File: src/hw/rtl/u16u8_pkg.sv
// Types, constants and encoding functions shared by the UTF-16 to UTF-8 encoder.
package u16u8_pkg;

    localparam int UNIT_W    = 16;
    localparam int COUNT_W   = 16;
    localparam int CHAR_W    = 21;
    localparam int MAX_BEATS = 6;
    localparam int BEAT_W    = 3;
    localparam int TDATA_W   = 24;

    localparam logic [UNIT_W-1:0]  CAP_RESET  = 16'd512;
    localparam logic [UNIT_W-1:0]  HIGH_FIRST = 16'hD800;
    localparam logic [UNIT_W-1:0]  HIGH_LAST  = 16'hDBFF;
    localparam logic [UNIT_W-1:0]  LOW_FIRST  = 16'hDC00;
    localparam logic [UNIT_W-1:0]  LOW_LAST   = 16'hDFFF;
    localparam logic [CHAR_W-1:0]  LIMIT_1B   = 21'h00080;
    localparam logic [CHAR_W-1:0]  LIMIT_2B   = 21'h00800;
    localparam logic [CHAR_W-1:0]  LIMIT_3B   = 21'h10000;
    localparam logic [CHAR_W-1:0]  SUPP_BASE  = 21'h10000;
    localparam logic [7:0]         LEAD_2B    = 8'hC0;
    localparam logic [7:0]         LEAD_3B    = 8'hE0;
    localparam logic [7:0]         LEAD_4B    = 8'hF0;
    localparam logic [7:0]         CONT_MARK  = 8'h80;

    typedef logic [7:0] octet_t;

    typedef struct packed {
        octet_t [3:0] bytes;
        logic [2:0]   len;
    } utf8_seq_t;

    typedef struct packed {
        octet_t [MAX_BEATS-1:0] bytes;
        logic [BEAT_W-1:0]      cnt;
        logic                   term;
        logic [COUNT_W-1:0]     total;
    } burst_t;

    function automatic utf8_seq_t utf8_encode(input logic [CHAR_W-1:0] c);
        utf8_seq_t s;
        s.bytes = '0;
        if (c < LIMIT_1B)
        begin
            s.len      = 3'd1;
            s.bytes[0] = c[7:0];
        end
        else if (c < LIMIT_2B)
        begin
            s.len      = 3'd2;
            s.bytes[0] = LEAD_2B | {3'b000, c[10:6]};
            s.bytes[1] = CONT_MARK | {2'b00, c[5:0]};
        end
        else if (c < LIMIT_3B)
        begin
            s.len      = 3'd3;
            s.bytes[0] = LEAD_3B | {4'b0000, c[15:12]};
            s.bytes[1] = CONT_MARK | {2'b00, c[11:6]};
            s.bytes[2] = CONT_MARK | {2'b00, c[5:0]};
        end
        else
        begin
            s.len      = 3'd4;
            s.bytes[0] = LEAD_4B | {5'b00000, c[20:18]};
            s.bytes[1] = CONT_MARK | {2'b00, c[17:12]};
            s.bytes[2] = CONT_MARK | {2'b00, c[11:6]};
            s.bytes[3] = CONT_MARK | {2'b00, c[5:0]};
        end
        return s;
    endfunction

    function automatic logic fits(input logic [COUNT_W-1:0] used,
                                  input logic [2:0]         len,
                                  input logic [COUNT_W-1:0] cap);
        return ({1'b0, used} + {{(COUNT_W-2){1'b0}}, len}) < {1'b0, cap};
    endfunction

endpackage

File: src/hw/rtl/u16u8_step.sv
// Input register, string state and per-unit encoding into a burst of up to six bytes.
module u16u8_step
    import u16u8_pkg::*;
(
    input  logic               clk,
    input  logic               rst_n,
    input  logic               cfg_we,
    input  logic [UNIT_W-1:0]  cfg_wdata,
    input  logic               s_tvalid,
    output logic               s_tready,
    input  logic [UNIT_W-1:0]  s_tdata,
    output logic               burst_valid,
    output burst_t             burst,
    input  logic               burst_ready
);

    logic               in_v_reg;
    logic [UNIT_W-1:0]  in_unit_reg;
    logic [UNIT_W-1:0]  cap_reg;
    logic [9:0]         held_hi_reg, held_hi_next;
    logic               held_v_reg, held_v_next;
    logic [COUNT_W-1:0] emitted_reg, emitted_next;
    logic               trunc_reg, trunc_next;

    logic               is_low, is_high, unit_zero, is_pair;
    logic [CHAR_W-1:0]  char_a, char_b;
    utf8_seq_t          seq_a, seq_b;
    logic               emit_a, emit_b, emit_term;
    logic [2:0]         len_a, len_b;
    logic [COUNT_W-1:0] total_sum;
    logic               advance;

    assign is_low    = (in_unit_reg >= LOW_FIRST) && (in_unit_reg <= LOW_LAST);
    assign is_high   = (in_unit_reg >= HIGH_FIRST) && (in_unit_reg <= HIGH_LAST);
    assign unit_zero = (in_unit_reg == '0);
    assign is_pair   = held_v_reg && is_low;

    assign char_a = is_pair ? (SUPP_BASE + {1'b0, held_hi_reg, in_unit_reg[9:0]})
                            : {5'b00000, HIGH_FIRST[15:10], held_hi_reg};
    assign char_b = {5'b00000, in_unit_reg};
    assign seq_a  = utf8_encode(char_a);
    assign seq_b  = utf8_encode(char_b);

    always_comb
    begin
        held_v_next  = held_v_reg;
        held_hi_next = held_hi_reg;
        emitted_next = emitted_reg;
        trunc_next   = trunc_reg;
        emit_a       = 1'b0;
        emit_b       = 1'b0;
        emit_term    = 1'b0;
        if (!trunc_reg)
        begin
            if (is_pair)
            begin
                held_v_next = 1'b0;
                if (fits(emitted_reg, seq_a.len, cap_reg))
                begin
                    emit_a       = 1'b1;
                    emitted_next = emitted_reg + {{(COUNT_W-3){1'b0}}, seq_a.len};
                end
                else
                begin
                    trunc_next = 1'b1;
                end
            end
            else
            begin
                if (held_v_reg)
                begin
                    held_v_next = 1'b0;
                    if (fits(emitted_reg, seq_a.len, cap_reg))
                    begin
                        emit_a       = 1'b1;
                        emitted_next = emitted_reg + {{(COUNT_W-3){1'b0}}, seq_a.len};
                    end
                    else
                    begin
                        trunc_next = 1'b1;
                    end
                end
                if (!trunc_next && !unit_zero)
                begin
                    if (is_high)
                    begin
                        held_hi_next = in_unit_reg[9:0];
                        held_v_next  = 1'b1;
                    end
                    else if (fits(emitted_next, seq_b.len, cap_reg))
                    begin
                        emit_b       = 1'b1;
                        emitted_next = emitted_next + {{(COUNT_W-3){1'b0}}, seq_b.len};
                    end
                    else
                    begin
                        trunc_next  = 1'b1;
                        held_v_next = 1'b0;
                    end
                end
            end
        end
        total_sum = emitted_next + {{(COUNT_W-1){1'b0}}, 1'b1};
        if (unit_zero)
        begin
            emit_term    = (cap_reg != '0);
            held_hi_next = '0;
            held_v_next  = 1'b0;
            emitted_next = '0;
            trunc_next   = 1'b0;
        end
    end

    assign len_a = emit_a ? seq_a.len : 3'd0;
    assign len_b = emit_b ? seq_b.len : 3'd0;

    always_comb
    begin : assemble
        logic [2:0] slot;
        logic [2:0] rel;
        for (int i = 0; i < MAX_BEATS; i++)
        begin
            slot = 3'(i);
            rel  = slot - len_a;
            if (slot < len_a)
            begin
                burst.bytes[i] = seq_a.bytes[slot[1:0]];
            end
            else if (rel < len_b)
            begin
                burst.bytes[i] = seq_b.bytes[rel[1:0]];
            end
            else
            begin
                burst.bytes[i] = '0;
            end
        end
        burst.cnt   = len_a + len_b + {2'b00, emit_term};
        burst.term  = emit_term;
        burst.total = total_sum;
    end

    assign burst_valid = in_v_reg;
    assign advance     = in_v_reg && burst_ready;
    assign s_tready    = !in_v_reg || burst_ready;

    always_ff @(posedge clk or negedge rst_n)
    begin
        if (!rst_n)
        begin
            in_v_reg    <= 1'b0;
            cap_reg     <= CAP_RESET;
            held_hi_reg <= '0;
            held_v_reg  <= 1'b0;
            emitted_reg <= '0;
            trunc_reg   <= 1'b0;
        end
        else
        begin
            if (s_tready)
            begin
                in_v_reg <= s_tvalid;
            end
            if (cfg_we)
            begin
                cap_reg <= cfg_wdata;
            end
            if (advance)
            begin
                held_hi_reg <= held_hi_next;
                held_v_reg  <= held_v_next;
                emitted_reg <= emitted_next;
                trunc_reg   <= trunc_next;
            end
        end
    end

    always_ff @(posedge clk)
    begin
        if (s_tvalid && s_tready)
        begin
            in_unit_reg <= s_tdata;
        end
    end

endmodule

File: src/hw/rtl/u16u8_emit.sv
// Result register that holds one burst and sends its bytes one beat at a time.
module u16u8_emit
    import u16u8_pkg::*;
(
    input  logic               clk,
    input  logic               rst_n,
    input  logic               burst_valid,
    input  burst_t             burst,
    output logic               burst_ready,
    output logic               m_tvalid,
    input  logic               m_tready,
    output logic [TDATA_W-1:0] m_tdata,
    output logic               m_tlast,
    output logic               m_tuser
);

    logic              buf_v_reg;
    burst_t            buf_reg;
    logic [BEAT_W-1:0] idx_reg;
    logic              last_beat;
    logic              done;
    logic              load;
    logic              eos;

    assign last_beat   = (idx_reg == BEAT_W'(buf_reg.cnt - 3'd1));
    assign done        = buf_v_reg && m_tready && last_beat;
    assign burst_ready = !buf_v_reg || done;
    assign load        = burst_valid && burst_ready;

    always_ff @(posedge clk or negedge rst_n)
    begin
        if (!rst_n)
        begin
            buf_v_reg <= 1'b0;
            idx_reg   <= '0;
        end
        else
        begin
            if (load)
            begin
                buf_v_reg <= (burst.cnt != '0);
                idx_reg   <= '0;
            end
            else if (done)
            begin
                buf_v_reg <= 1'b0;
            end
            else if (buf_v_reg && m_tready)
            begin
                idx_reg <= idx_reg + 1'b1;
            end
        end
    end

    always_ff @(posedge clk)
    begin
        if (load)
        begin
            buf_reg <= burst;
        end
    end

    assign eos      = buf_reg.term && last_beat;
    assign m_tvalid = buf_v_reg;
    assign m_tlast  = last_beat;
    assign m_tuser  = eos;
    assign m_tdata  = {(eos ? buf_reg.total : {COUNT_W{1'b0}}), buf_reg.bytes[idx_reg]};

endmodule

File: src/hw/rtl/utf16_to_utf8_encoder.sv
// UTF-16 to UTF-8 encoder top level.
// Takes one UTF-16 code unit per beat and sends UTF-8 one byte per beat. A unit can be
// taken every cycle while the byte output does not hold it back; the byte output sets the
// pace. Most units cause 1 to 3 bytes, a surrogate pair 4, and up to 6 are caused
// when a held high surrogate is flushed ahead of a following unit; none are caused by a
// held high surrogate or a unit after truncation. The first byte passes the input register
// and then the result register before it is presented. The terminator byte carries the
// string length in total_bytes and marks end_of_string.
module utf16_to_utf8_encoder
    import u16u8_pkg::*;
(
    input  logic               clk,
    input  logic               rst_n,
    input  logic               cfg_we,
    input  logic [UNIT_W-1:0]  cfg_wdata,   // capacity
    input  logic               s_tvalid,
    output logic               s_tready,
    input  logic [UNIT_W-1:0]  s_tdata,     // [15:0] code_unit
    output logic               m_tvalid,
    input  logic               m_tready,
    output logic [TDATA_W-1:0] m_tdata,     // [7:0] out_byte, [23:8] total_bytes
    output logic               m_tlast,     // last_of_item
    output logic               m_tuser      // end_of_string
);

    logic   burst_valid;
    logic   burst_ready;
    burst_t burst;

    u16u8_step u_step (
        .clk         (clk),
        .rst_n       (rst_n),
        .cfg_we      (cfg_we),
        .cfg_wdata   (cfg_wdata),
        .s_tvalid    (s_tvalid),
        .s_tready    (s_tready),
        .s_tdata     (s_tdata),
        .burst_valid (burst_valid),
        .burst       (burst),
        .burst_ready (burst_ready)
    );

    u16u8_emit u_emit (
        .clk         (clk),
        .rst_n       (rst_n),
        .burst_valid (burst_valid),
        .burst       (burst),
        .burst_ready (burst_ready),
        .m_tvalid    (m_tvalid),
        .m_tready    (m_tready),
        .m_tdata     (m_tdata),
        .m_tlast     (m_tlast),
        .m_tuser     (m_tuser)
    );

endmodule

File: config.mk
export PLATFORM = sky130hd
export DESIGN_NAME = utf16_to_utf8_encoder
export DESIGN_NICKNAME = d
export VERILOG_FILES = /design/src/hw/rtl/u16u8_pkg.sv /design/src/hw/rtl/u16u8_step.sv /design/src/hw/rtl/u16u8_emit.sv /design/src/hw/rtl/utf16_to_utf8_encoder.sv
export SDC_FILE = /design/constraint.sdc
export NUM_CORES = 1
export LEC_CHECK = 0
export BUFFER_PORTS_ARGS = -buffer_cell sky130_fd_sc_hd__buf_2
export CAP_MARGIN = 0
export CORE_ASPECT_RATIO = 0.8
export CORE_MARGIN = 1.5
export CORE_UTILIZATION = 30
export DETAILED_ROUTE_END_ITERATION = 8
export PLACE_DENSITY = 0.49
export REMOVE_ABC_BUFFERS = 1
export SKIP_CTS_REPAIR_TIMING = 1
export SLEW_MARGIN = 40
export SYNTH_ARGS = -nofsm -noshare
export SYNTH_HDL_FRONTEND = slang
export SYNTH_SLANG_ARGS = --single-unit
export TNS_END_PERCENT = 1
File: constraint.sdc
create_clock -name clk -period 22.8 [get_ports clk]
set_input_delay 3.42 -clock clk [delete_from_list [all_inputs] [get_ports clk]]
set_output_delay 3.42 -clock clk [all_outputs]
set_load 0.02 [all_outputs]
After elaboration in Yosys (flattened, before gate mapping)
Index checks and enable logic that the tools add are counted.
Widths: inputs -> output; s select.
{"block": "totals", "reg_bits": 133, "inputBits": 37, "out_inout_bits": 28, "wordCells": 181}
{"block": "classes", "addsub": 16, "n_lt_le_gt_ge": 31, "n_eq_ne": 4, "mux": 87, "reduce_logical": 25}
{"cell": "$mux 16", "n": 13}
{"cell": "$mux 8", "n": 21}
{"cell": "$bmux 8 s2", "n": 6}
{"cell": "$mux 10", "n": 5}
{"cell": "$mux 25", "n": 2}
{"cell": "$mux 24", "n": 2}
{"cell": "$mux 19", "n": 2}
{"cell": "$add 16x3->17", "n": 2}
{"cell": "$lt 17x16->1", "n": 2}
{"cell": "$add 16x3->16", "n": 2}
{"cell": "$ge 16x16->1 const B", "n": 2}
{"cell": "$le 16x16->1 const B", "n": 2}
{"cell": "$mux 1", "n": 27}
{"cell": "$bmux 8 s3", "n": 1}
{"cell": "$mux 11", "n": 2}
{"cell": "$add 17x20->21 const A", "n": 1}
{"cell": "$lt 21x12->1 const B", "n": 1}
{"cell": "$lt 21x17->1 const B", "n": 1}
{"cell": "$lt 21x8->1 const B", "n": 1}
{"cell": "$mux 21", "n": 1}
{"cell": "$lt 2x3->1 const B", "n": 6}
{"cell": "$lt 3x3->1", "n": 6}
{"cell": "$lt 16x17->1 const B", "n": 1}
{"cell": "$add 16x1->16 const B", "n": 1}
{"cell": "other kinds (26)", "n": 53}

Longest topological paths before layout
Gate-level depths: netlist of the first run.
{"block": "logic_depth", "depth_word": 26, "depth_mapped": 49, "depth_no_buf": 46}

Hierarchy
A second synthesis of the first run with hierarchy kept.
{"block": "unflattened", "cells_unflattened": 1114, "hier_area_um2": 10119.7}
{"mod": "u16u8_step", "n_inst": 1, "cells_per_inst": 954, "area_per_inst_um2": 7231.9, "seq_area_each_um2": 1607.8}
{"mod": "u16u8_emit", "n_inst": 1, "cells_per_inst": 160, "area_per_inst_um2": 2887.8, "seq_area_each_um2": 2142.1}

Worst setup path before layout of the first run
OpenSTA, ideal clock, no wires.
{"block": "synth_timing", "path_type": "reg2reg", "from": "register u_step.held_hi_reg[6]", "to": "register u_emit.buf_reg[60] (netlist name) (data pin)", "arrival_time_ns": 10.290, "required_time_ns": 22.648, "slack_ns": 12.358, "stages_incl_launch_ff": 45, "path_buffers": 4, "period_less_slack_ns": 10.442, "path_cell_list": "dfrtp_1 > ha_1 > or2_1 > a2111o_1 > nor4_1 > nand3_1 > o21ai_1 > ha_1 > inv_1 > fa_1 > nor2b_4 > buf_6 > o2111ai_2 > nor3_1 > xnor2_1 > inv_1 > ha_1 > a21o_1 > [9 not listed] > nor4_1 > o22ai_1 > a211oi_1 > o21ai_0 > xor2_1 > ha_1 > a2111oi_0 > a31oi_1 > a211o_1 > nor2_2 > nand2_1 > nor2_1 > inv_1 > ha_1 > o21bai_1 > or3_1 > buf_1 > o22ai_1"}
{"element": "start, declared", "line": "u16u8_step.sv:20", "rtl": "logic [9:0] held_hi_reg, held_hi_next;"}
{"element": "start signal, assigned", "line": "u16u8_step.sv:170", "rtl": "held_hi_reg <= held_hi_next;"}
{"element": "end signal, assigned", "line": "u16u8_emit.sv:59", "rtl": "buf_reg <= burst;"}
{"element": "end, declared", "line": "u16u8_emit.sv:18", "rtl": "burst_t buf_reg;"}

==> results.yml, run 1 <==
synthesis:
  ys_top_cells_by_area: "edfxtp_1 24%, dfrtp_1 11%, ha_1 6.2%"
  synth_edf_count: 84
  synth_cells: 1202
  ys_types: 91
  synth_top_area_share_pct: 24.04
  async_flop_share_pct: 36.84
  yosysSeqAreaShare_pct: 35.74
  netlist_top_cells_count: "154 x nand2_1, 96 x o21ai_0, 85 x nor2_1, 84 x edfxtp_1, 74 x a21oi_1"
  avgSynthCellArea_sq_um: 8.728
  synth-seq-cells: 133
  synth.most_common_cell: "nand2_1"
  synth_area_leader_cell: "edfxtp_1"
  yosys_warnings: 0
  ys.flop_type: "edfxtp_1"
  netlist_area_sq_um: 10490
die:
  num_rows: 61
  fp.dieArea_sq_um: 36110
  core_area_sq_um: 34570
  initial_core_util_pct: 30.34
  die_h_um: 170.3
  io_pins: 65
  chipWidth_um: 212.1
cells_and_area:
  largest_reg_flops: 68
  nFillCells: 3609
  multi_input_area_sq_um: 6216
  diodes: 0
  drive_gt1_share_pct: 14.01
  seq_area_sq_um: 3750
  syn2layout_area_growth_pct: 12.96
  instances_no_fill: 1721
  num-nets-final: 1329
  final_util_pct: 34.28
clock_tree:
  cts.sinks: 133
  h-tree-depth: 4
  clockBufferDepth: 2
  cts_tree: "done"
  cts-root-buf: "clkbuf_16"
  clk_latency_ns: 0.44
  clk_transition_reported_paths_ns: 0.07
  cts_buffers: 17
setup_path:
  worst_ep_arrival_time_ns: 12.89
  crit_fanout: 19
  end_kind: "flop"
  max_stage_delay_ns: 0.59
  cp-start-kind: "flop"
  required_ns: 23.03
  path_common_cell: "ha_1"
  worstSetupPathType: "reg2reg"
  slowest_stage: "o21ai_0"
sta:
  fin_crit_ns: 12.66
  hold_viol_final: 0
  maxSlewHeadroom_pct: 45.07
  tns_ns: 0
  achievable-frequency_mhz: 78.97
  setup_viol: 0
  final.period_utilization_pct: 55.54
  drv_slew: 0
  skew_ns: 0.01640
  worst_pin_slew_ns: 0.8176
  rsz0062_at_grt: "false"
global_routing:
  grt_max_degree: 75
  gr-usage-all-layers_pct: 21.37
  busiest_layer: "met1"
  grt_pass1_wl_um: 57420
  grt_pass1_vias: 8981
  antenna_found_initial: 0
  met3_usage_pct: 5.222
  grt_use_met2_pct: 28.65
  grt.overflow.total: 0
  use_met1_pct: 33.59
drt:
  postRouteAntennaNets: 0
  wirelength_um: 37760
  num_vias: 9617
  wl_per_cell_um: 21.94
  drtPass1Iterations: 5
  drt_iter0_markers: 1236
  via_per_inst: 5.588
  drc: 0
pwr:
  finalPower_mw: 1.482
  p_leak_nw: 4.661
  ir_drop_v: 0.00006403
  powerDensity_nw_per_um2: 125.0
placed_design:
  port_buffers: 64
  dpl.hpwl_um: 28370
  dpl.cell_count: 1689
  place.gp.congestion: 0.9024
run_status:
  status: "finished clean"
hold_path:
  hold_path_class: "reg2reg"
run:
  cap_viol_max_count: 0
## per-stage QoR
step           hold WS [ns]  area [sq um]  setup WS (ns)
3_3_place_gp         0.5321         11260          10.67
2_1_floorplan        0.5073         10190          12.20
6_report             0.5526         11850          10.14
4_1_cts              0.5628         11840          10.33
5_1_grt              0.5969         11850          9.017
3_5_place_dp         0.5450         11270          10.40
## cell families after synthesis
family | share of synthesized area, %
xor gates and xnor gates | 5.677
AOI/OAI and AO/OA | 22.29
buffers and inverters | 5.283
DFF | 35.74
and+or+nand+nor | 19.98
muxes | 4.067
adders and majority gates | 6.965
## worst max-delay path, delay by kind of cell (launching register included)
kind,cells,cell delay [ns]
compound gates,16,5.20
buf+inv,4,0.53
simple gates,12,3.37
fa+ha+maj,7,2.38
flops,1,0.44
xor+xnor,2,0.52
## path summary, 6_finish.rpt
path	startpoint	slack [ns]	end	depth (start not counted)
hold reg to reg	u_step.cap_reg[9]	0.55	u_step.cap_reg[9]	2
hold / removal	u_step.cap_reg[9]	0.55	u_step.cap_reg[9]	2
setup / recovery	u_step.held_hi_reg[7]	10.14	u_emit.buf_reg[26]	41
setup reg to reg	u_step.held_hi_reg[7]	10.14	u_emit.buf_reg[26]	41
min in group asynchronous	rst_n	3.10	u_emit.idx_reg[2]	2
max in group asynchronous	rst_n	19.17	u_step.held_hi_reg[0]	2
## per-layer routing
| metal | routed length, um | share of wire, % |
|---|---|---|
| met5 | 0 | 0 |
| met4 | 458 | 1.2 |
| met3 | 3526 | 9.3 |
| met2 | 14930 | 40 |
| met1 | 18850 | 50 |
## placed cells by master (no fill, tap or decap), drive strengths merged, types with 9 or more instances in the layout
master	synthesis	final
xor2	16	16
o22ai	48	48
a211oi	10	10
o21ai	100	100
and2	10	10
a21oi	75	75
mux2i	19	19
nand2b	9	9
a31oi	18	18
nor2	90	90
nand4	15	15
dfrtp	48	48
buf	19	84
nor4	16	16
clkbuf	50	17
ha	52	52
a22oi	9	9
nor3	33	33
edfxtp	84	84
inv	65	72
and3	29	29
nand3	37	37
xnor2	52	52
nand2	156	156
## power by group
part / switching [mW] / leakage [nW] / internal (mW)
logic: 0.493 / 2.99 / 0.261
registers: 0.0809 / 1.40 / 0.365
clock network: 0.128 / 0.275 / 0.153
total: 0.702 / 4.66 / 0.780
## final cells by class
type                    instances  area share, %
well taps                     472          4.983
multi-input cells             933          52.45
clock inverters                15          1.214
inverters                      67          2.122
clock buffers                  17          3.590
flip-flops and latches        133          31.64
repair buffers                 84          4.001
(Power assumes the default switching activity.)
==> inputs of run 2 (changes only) <==
==> constraint.sdc (replaced) <==
create_clock -name clk -period 12.4 [get_ports clk]
set_input_delay 1.86 -clock clk [delete_from_list [all_inputs] [get_ports clk]]
set_output_delay 1.86 -clock clk [all_outputs]
set_load 0.02 [all_outputs]
==> run 2 against run 1 <==
Effect of this change:
- sequential cell count is the same
- power grew 83%
- count of clock-buffer cells in the layout grew 2
- final cell count grew 0.52%
- register-to-register slack lost 9.3 ns
- critical path type unchanged
- highest routed layer unchanged
==> results.yml, run 2 (synthesized netlist as in run 1, its figures left out) <==
run_status:
  status: "finished clean"
placed_design:
  port_buffers: 64
  dpl.hpwl_um: 27510
  place.gp.congestion: 0.9393
  dp_slack_ns: 0.7001
sta:
  achievable-frequency_mhz: 86.76
  final.period_utilization_pct: 92.95
  rsz0062_at_grt: "false"
  hold_viol_final: 0
  drv_slew: 0
  fin_crit_ns: 11.53
  tns_ns: 0
  maxSlewHeadroom_pct: 44.49
  worst_pin_slew_ns: 0.8271
  setup_viol: 0
  timing.final.ws_setup_ns: 0.8746
  skew_ns: 0.02386
clock_tree:
  cts_tree: "done"
  clk_transition_reported_paths_ns: 0.07
  clockBufferDepth: 2
  cts.sinks: 133
  cts_buffers: 17
  cts-root-buf: "clkbuf_16"
  clk_latency_ns: 0.44
  h-tree-depth: 4
setup_path:
  crit_buf_inv: 6
  required_ns: 12.61
  max_stage_delay_ns: 0.49
  path_common_cell: "ha_1"
  critPathTopFamily: "compound AO/OA/AOI/OAI gates"
  cp-start-kind: "flop"
  worstSetupPathType: "reg2reg"
  crit_fanout: 14
  worst_ep_arrival_time_ns: 11.73
  slowest_stage: "a2111o_1"
  end_kind: "flop"
cells_and_area:
  num-nets-final: 1337
  drive_gt1_share_pct: 14.64
  syn2layout_area_growth_pct: 13.60
  layout_common_cells: "154 x nand2_1, 92 x o21ai_0, 85 x nor2_1, 84 x edfxtp_1, 73 x a21oi_1"
  largest_reg_flops: 68
  final_common_cell: "nand2_1"
die:
  core_area_sq_um: 34570
  die_h_um: 170.3
  initial_core_util_pct: 30.34
  io_pins: 65
  fp.dieArea_sq_um: 36110
  chipWidth_um: 212.1
  num_rows: 61
pwr:
  ir_drop_v: 0.0001343
  p_leak_nw: 4.674
  powerDensity_nw_per_um2: 227.9
hold_path:
  hold_path_class: "reg2reg"
global_routing:
  grt_pass1_vias: 8887
  gr-usage-all-layers_pct: 20.64
  grt_max_degree: 79
  grt.overflow.total: 0
  grt_pass1_wl_um: 56190
  antenna_found_initial: 0
drt:
  wl_per_cell_um: 21.18
  drtPass1Iterations: 5
  num_vias: 9615
  wirelength_um: 36650
  drt_iter0_markers: 1093
  postRouteAntennaNets: 0
  drc: 0
  via_per_inst: 5.558
run:
  cap_viol_max_count: 0
[run 2: area by class of cell]
cell class | instances | area, sq um
diodes | 1 | 2.502
clock buffers | 19 | 432.9
clock inverters | 13 | 121.4
fillers | 3555 | 22660
inverters | 67 | 251.5
multi-input cells | 933 | 6235
flip-flops and latches | 133 | 3750
well taps | 472 | 590.6
repair buffers | 92 | 534.3
[run 2: path summary, 6_finish.rpt]
kind	from	to	slack [ns]	cells after the start
setup reg to reg	u_step.held_hi_reg[7]	u_emit.buf_reg[46]	0.87	45
min in group asynchronous	rst_n	u_step.emitted_reg[1]	1.56	2
hold reg to reg	u_step.cap_reg[9]	u_step.cap_reg[9]	0.55	2
max in group asynchronous	rst_n	u_step.held_hi_reg[0]	10.33	2
hold / removal	u_step.cap_reg[9]	u_step.cap_reg[9]	0.55	2
setup / recovery	u_step.held_hi_reg[7]	u_emit.buf_reg[46]	0.87	45
[run 2: per-stage QoR]
step                      utilization (%)  std cells  hold slack [ns]  instance area (sq um)  power (mW)
after floorplan                         -       1133           0.5073                  10190       1.696
after global placement              32.74       1697           0.5351                  11320       2.194
after detailed placement            32.81       1697           0.5459                  11340       2.200
after CTS                           34.42       1729           0.5589                  11900       2.710
after global routing                34.46       1729           0.5825                  11920       2.896
final                               34.47       1730           0.5510                  11920       2.716
[run 2: power breakdown]
group	switching, mW	internal, mW
logic	0.898	0.491
registers	0.150	0.672
clock network	0.225	0.279
[run 2: metal layers]
| layer | track usage (%) | share of wire (%) |
|---|---|---|
| met4 | 5.124 | 1.8 |
| met2 | 27.73 | 39 |
| met3 | 4.466 | 8.7 |
| met1 | 32.49 | 50 |
| met5 | 0 | 0 |
[run 2: worst reg2reg max path: cells and delay by family, from the launching register on]
family / cells / cell delay (ns)
compound gates: 17 / 4.42
simple gates: 13 / 2.91
fa+ha+maj: 7 / 2.18
buf+inv: 6 / 0.87
xor+xnor: 2 / 0.46
flops: 1 / 0.45
==> inputs of run 3 (changes only) <==
--- a/config.mk
+++ b/config.mk
@@ -5,6 +5,7 @@
 export SDC_FILE = /design/constraint.sdc
 export NUM_CORES = 1
 export LEC_CHECK = 0
+export ABC_AREA = 1
 export BUFFER_PORTS_ARGS = -buffer_cell sky130_fd_sc_hd__buf_2
 export CAP_MARGIN = 0
 export CORE_ASPECT_RATIO = 0.8
==> run 3 against run 2 <==
Effect of this change:
- final area is 2.2% lower
- wire length decreased by 4.8%
- register-to-register slack gained 0.39 ns
- synthesized area shrank 1.5%
- sequential share of layout area up 0.70 points
- largest cell class unchanged
==> results.yml, run 3 <==
setup_path:
  cp-start-kind: "flop"
  worstSetupPathType: "reg2reg"
  crit_buf_inv: 10
  max_stage_delay_ns: 0.71
  end_kind: "flop"
  critPathTopFamily: "simple AND/OR/NAND/NOR gates"
  required_ns: 12.66
  worst_ep_arrival_time_ns: 11.40
  path_common_cell: "nand2_1"
  slowest_stage: "dfrtp_1"
  crit_fanout: 28
sta:
  final.period_utilization_pct: 89.82
  fin_crit_ns: 11.14
  maxSlewHeadroom_pct: 44.43
  setup_viol: 0
  tns_ns: 0
  achievable-frequency_mhz: 89.79
  rsz0062_at_grt: "false"
  skew_ns: 0.01239
  timing.final.ws_setup_ns: 1.262
  hold_viol_final: 0
  hold_ws_ns: 0.5832
  drv_slew: 0
  worst_pin_slew_ns: 0.8304
synthesis:
  synth_cells: 1423
  ys_top_cells_by_area: "edfxtp_1 24%, nand2_1 12%, dfrtp_1 12%"
  synth_compound_area_share_pct: 16.38
  synth-seq-cells: 133
  yosys.area_share.simple_pct: 28.06
  synthMuxAreaShare_pct: 0.1090
  synth-xor-area-share_pct: 2.615
  ys_types: 55
  synth_edf_count: 84
  yosysSeqAreaShare_pct: 36.28
  yosys_warnings: 0
  netlist_area_sq_um: 10330
  synth-adder-area-share_pct: 7.070
  synth.most_common_cell: "nand2_1"
  avgSynthCellArea_sq_um: 7.263
  netlist_top_cells_count: "322 x nand2_1, 191 x inv_1, 148 x nor2_1, 135 x o21ai_0, 84 x edfxtp_1"
  ys.flop_type: "edfxtp_1"
  synth_top_family_by_area: "simple AND/OR/NAND/NOR gates"
  synth_top_area_share_pct: 24.41
  async_flop_share_pct: 36.84
  synth_area_leader_cell: "edfxtp_1"
clock_tree:
  clk_transition_reported_paths_ns: 0.06
  cts_buffers: 17
  cts_tree: "done"
  cts-root-buf: "clkbuf_16"
  h-tree-depth: 4
  cts.sinks: 133
  clockBufferDepth: 2
  clk_latency_ns: 0.43
placed_design:
  place.gp.congestion: 0.9091
  dpl.hpwl_um: 27470
  port_buffers: 64
  dp_slack_ns: 1.440
drt:
  drc: 0
  num_vias: 9923
  drtPass1Iterations: 5
  via_per_inst: 5.166
  wirelength_um: 34890
  postRouteAntennaNets: 0
  wl_per_cell_um: 18.16
  drt_iter0_markers: 1137
cells_and_area:
  largest_reg_flops: 68
  drive_gt1_share_pct: 11.23
  seq_area_sq_um: 3750
  diodes: 0
  syn2layout_area_growth_pct: 12.80
  multi_input_area_sq_um: 5614
  layout_common_cells: "322 x nand2_1, 190 x inv_1, 147 x nor2_1, 133 x o21ai_0, 84 x edfxtp_1"
  nFillCells: 3641
  final_common_cell: "nand2_1"
  num-nets-final: 1568
run:
  cap_viol_max_count: 0
run_status:
  status: "finished clean"
die:
  initial_core_util_pct: 30.59
  fp.dieArea_sq_um: 35580
  die_h_um: 169.0
  num_rows: 60
  io_pins: 65
  chipWidth_um: 210.5
  core_area_sq_um: 33780
global_routing:
  gr-usage-all-layers_pct: 20.08
  antenna_found_initial: 0
  grt_pass1_wl_um: 54610
  grt_pass1_vias: 9193
  grt.overflow.total: 0
  grt_max_degree: 67
pwr:
  ir_drop_v: 0.00009947
  p_leak_nw: 5.306
  powerDensity_nw_per_um2: 216.9
hold_path:
  hold_path_class: "reg2reg"
run 3: cell types whose count changed in the layout (fill, tap and decap cells not counted), moves of 28 or more:
cell / before / now
nand3_1: 36 / 72
nand2_1: 154 / 322
nor2_1: 85 / 147
inv_1: 61 / 190
xnor2_1: 52 / 5
and3_1: 29 / 1
o21ai_0: 92 / 133
run 3: cell type report:
cell class                 count  share of cell area, %
inverter                     208                  6.697
tap                          434                  4.658
sequential                   133                  32.17
multi-input combinational   1040                  48.16
clock inverter                13                  1.148
clock buffer                  18                  3.681
timing repair buffer          75                  3.488
run 3: logic make-up after synthesis:
family | after synthesis
flops | 133
compound gates | 296
fa+ha+maj | 56
mux | 1
buf+inv | 250
simple gates | 657
xor+xnor | 30
run 3: per-stage QoR:
stage	cells	total power, mW	util [%]	area [sq um]
3_3_place_gp	1890	2.015	32.80	11080
3_5_place_dp	1890	2.013	32.80	11080
2_1_floorplan	1381	1.577	-	10140
4_1_cts	1921	2.525	34.47	11640
5_1_grt	1921	2.727	34.51	11660
6_report	1921	2.528	34.51	11660
run 3: worst paths after layout:
kind                       cells after the start                    end  slack (ns)               from
setup / recovery                              51     u_emit.buf_reg[49]        1.26  u_step.held_v_reg
setup reg to reg                              51     u_emit.buf_reg[49]        1.26  u_step.held_v_reg
min in group asynchronous                      2  u_step.emitted_reg[2]        1.57              rst_n
hold / removal                                 2      u_step.cap_reg[9]        0.58  u_step.cap_reg[9]
max in group asynchronous                      2  u_step.held_hi_reg[9]       10.34              rst_n
hold reg to reg                                2      u_step.cap_reg[9]        0.58  u_step.cap_reg[9]
run 3: layer usage:
layer,global-route usage (%),part of all wire [%],vias to the layer above,routed length [um]
met3,4.360,8.3,18,2904
met4,3.727,0.92,0,322
met2,26.27,38,351,13170
li1,-,-,4905,-
met5,0,0,-,0
met1,32.71,53,4649,18490
run 3: worst reg2reg max path: cells and delay by family (launching register included):
| family | cells | cell delay (ns) |
|---|---|---|
| compound gates | 9 | 2.04 |
| xor+xnor | 1 | 0.39 |
| fa+ha+maj | 6 | 1.83 |
| buf+inv | 10 | 1.60 |
| flops | 1 | 0.71 |
| simple gates | 25 | 4.38 |
run 3: where the power goes:
group | total [mW] | internal, mW | leakage, nW | switching (mW)
registers | 0.763 | 0.660 | 1.42 | 0.103
logic | 1.26 | 0.365 | 3.63 | 0.897
clock network | 0.503 | 0.294 | 0.264 | 0.210
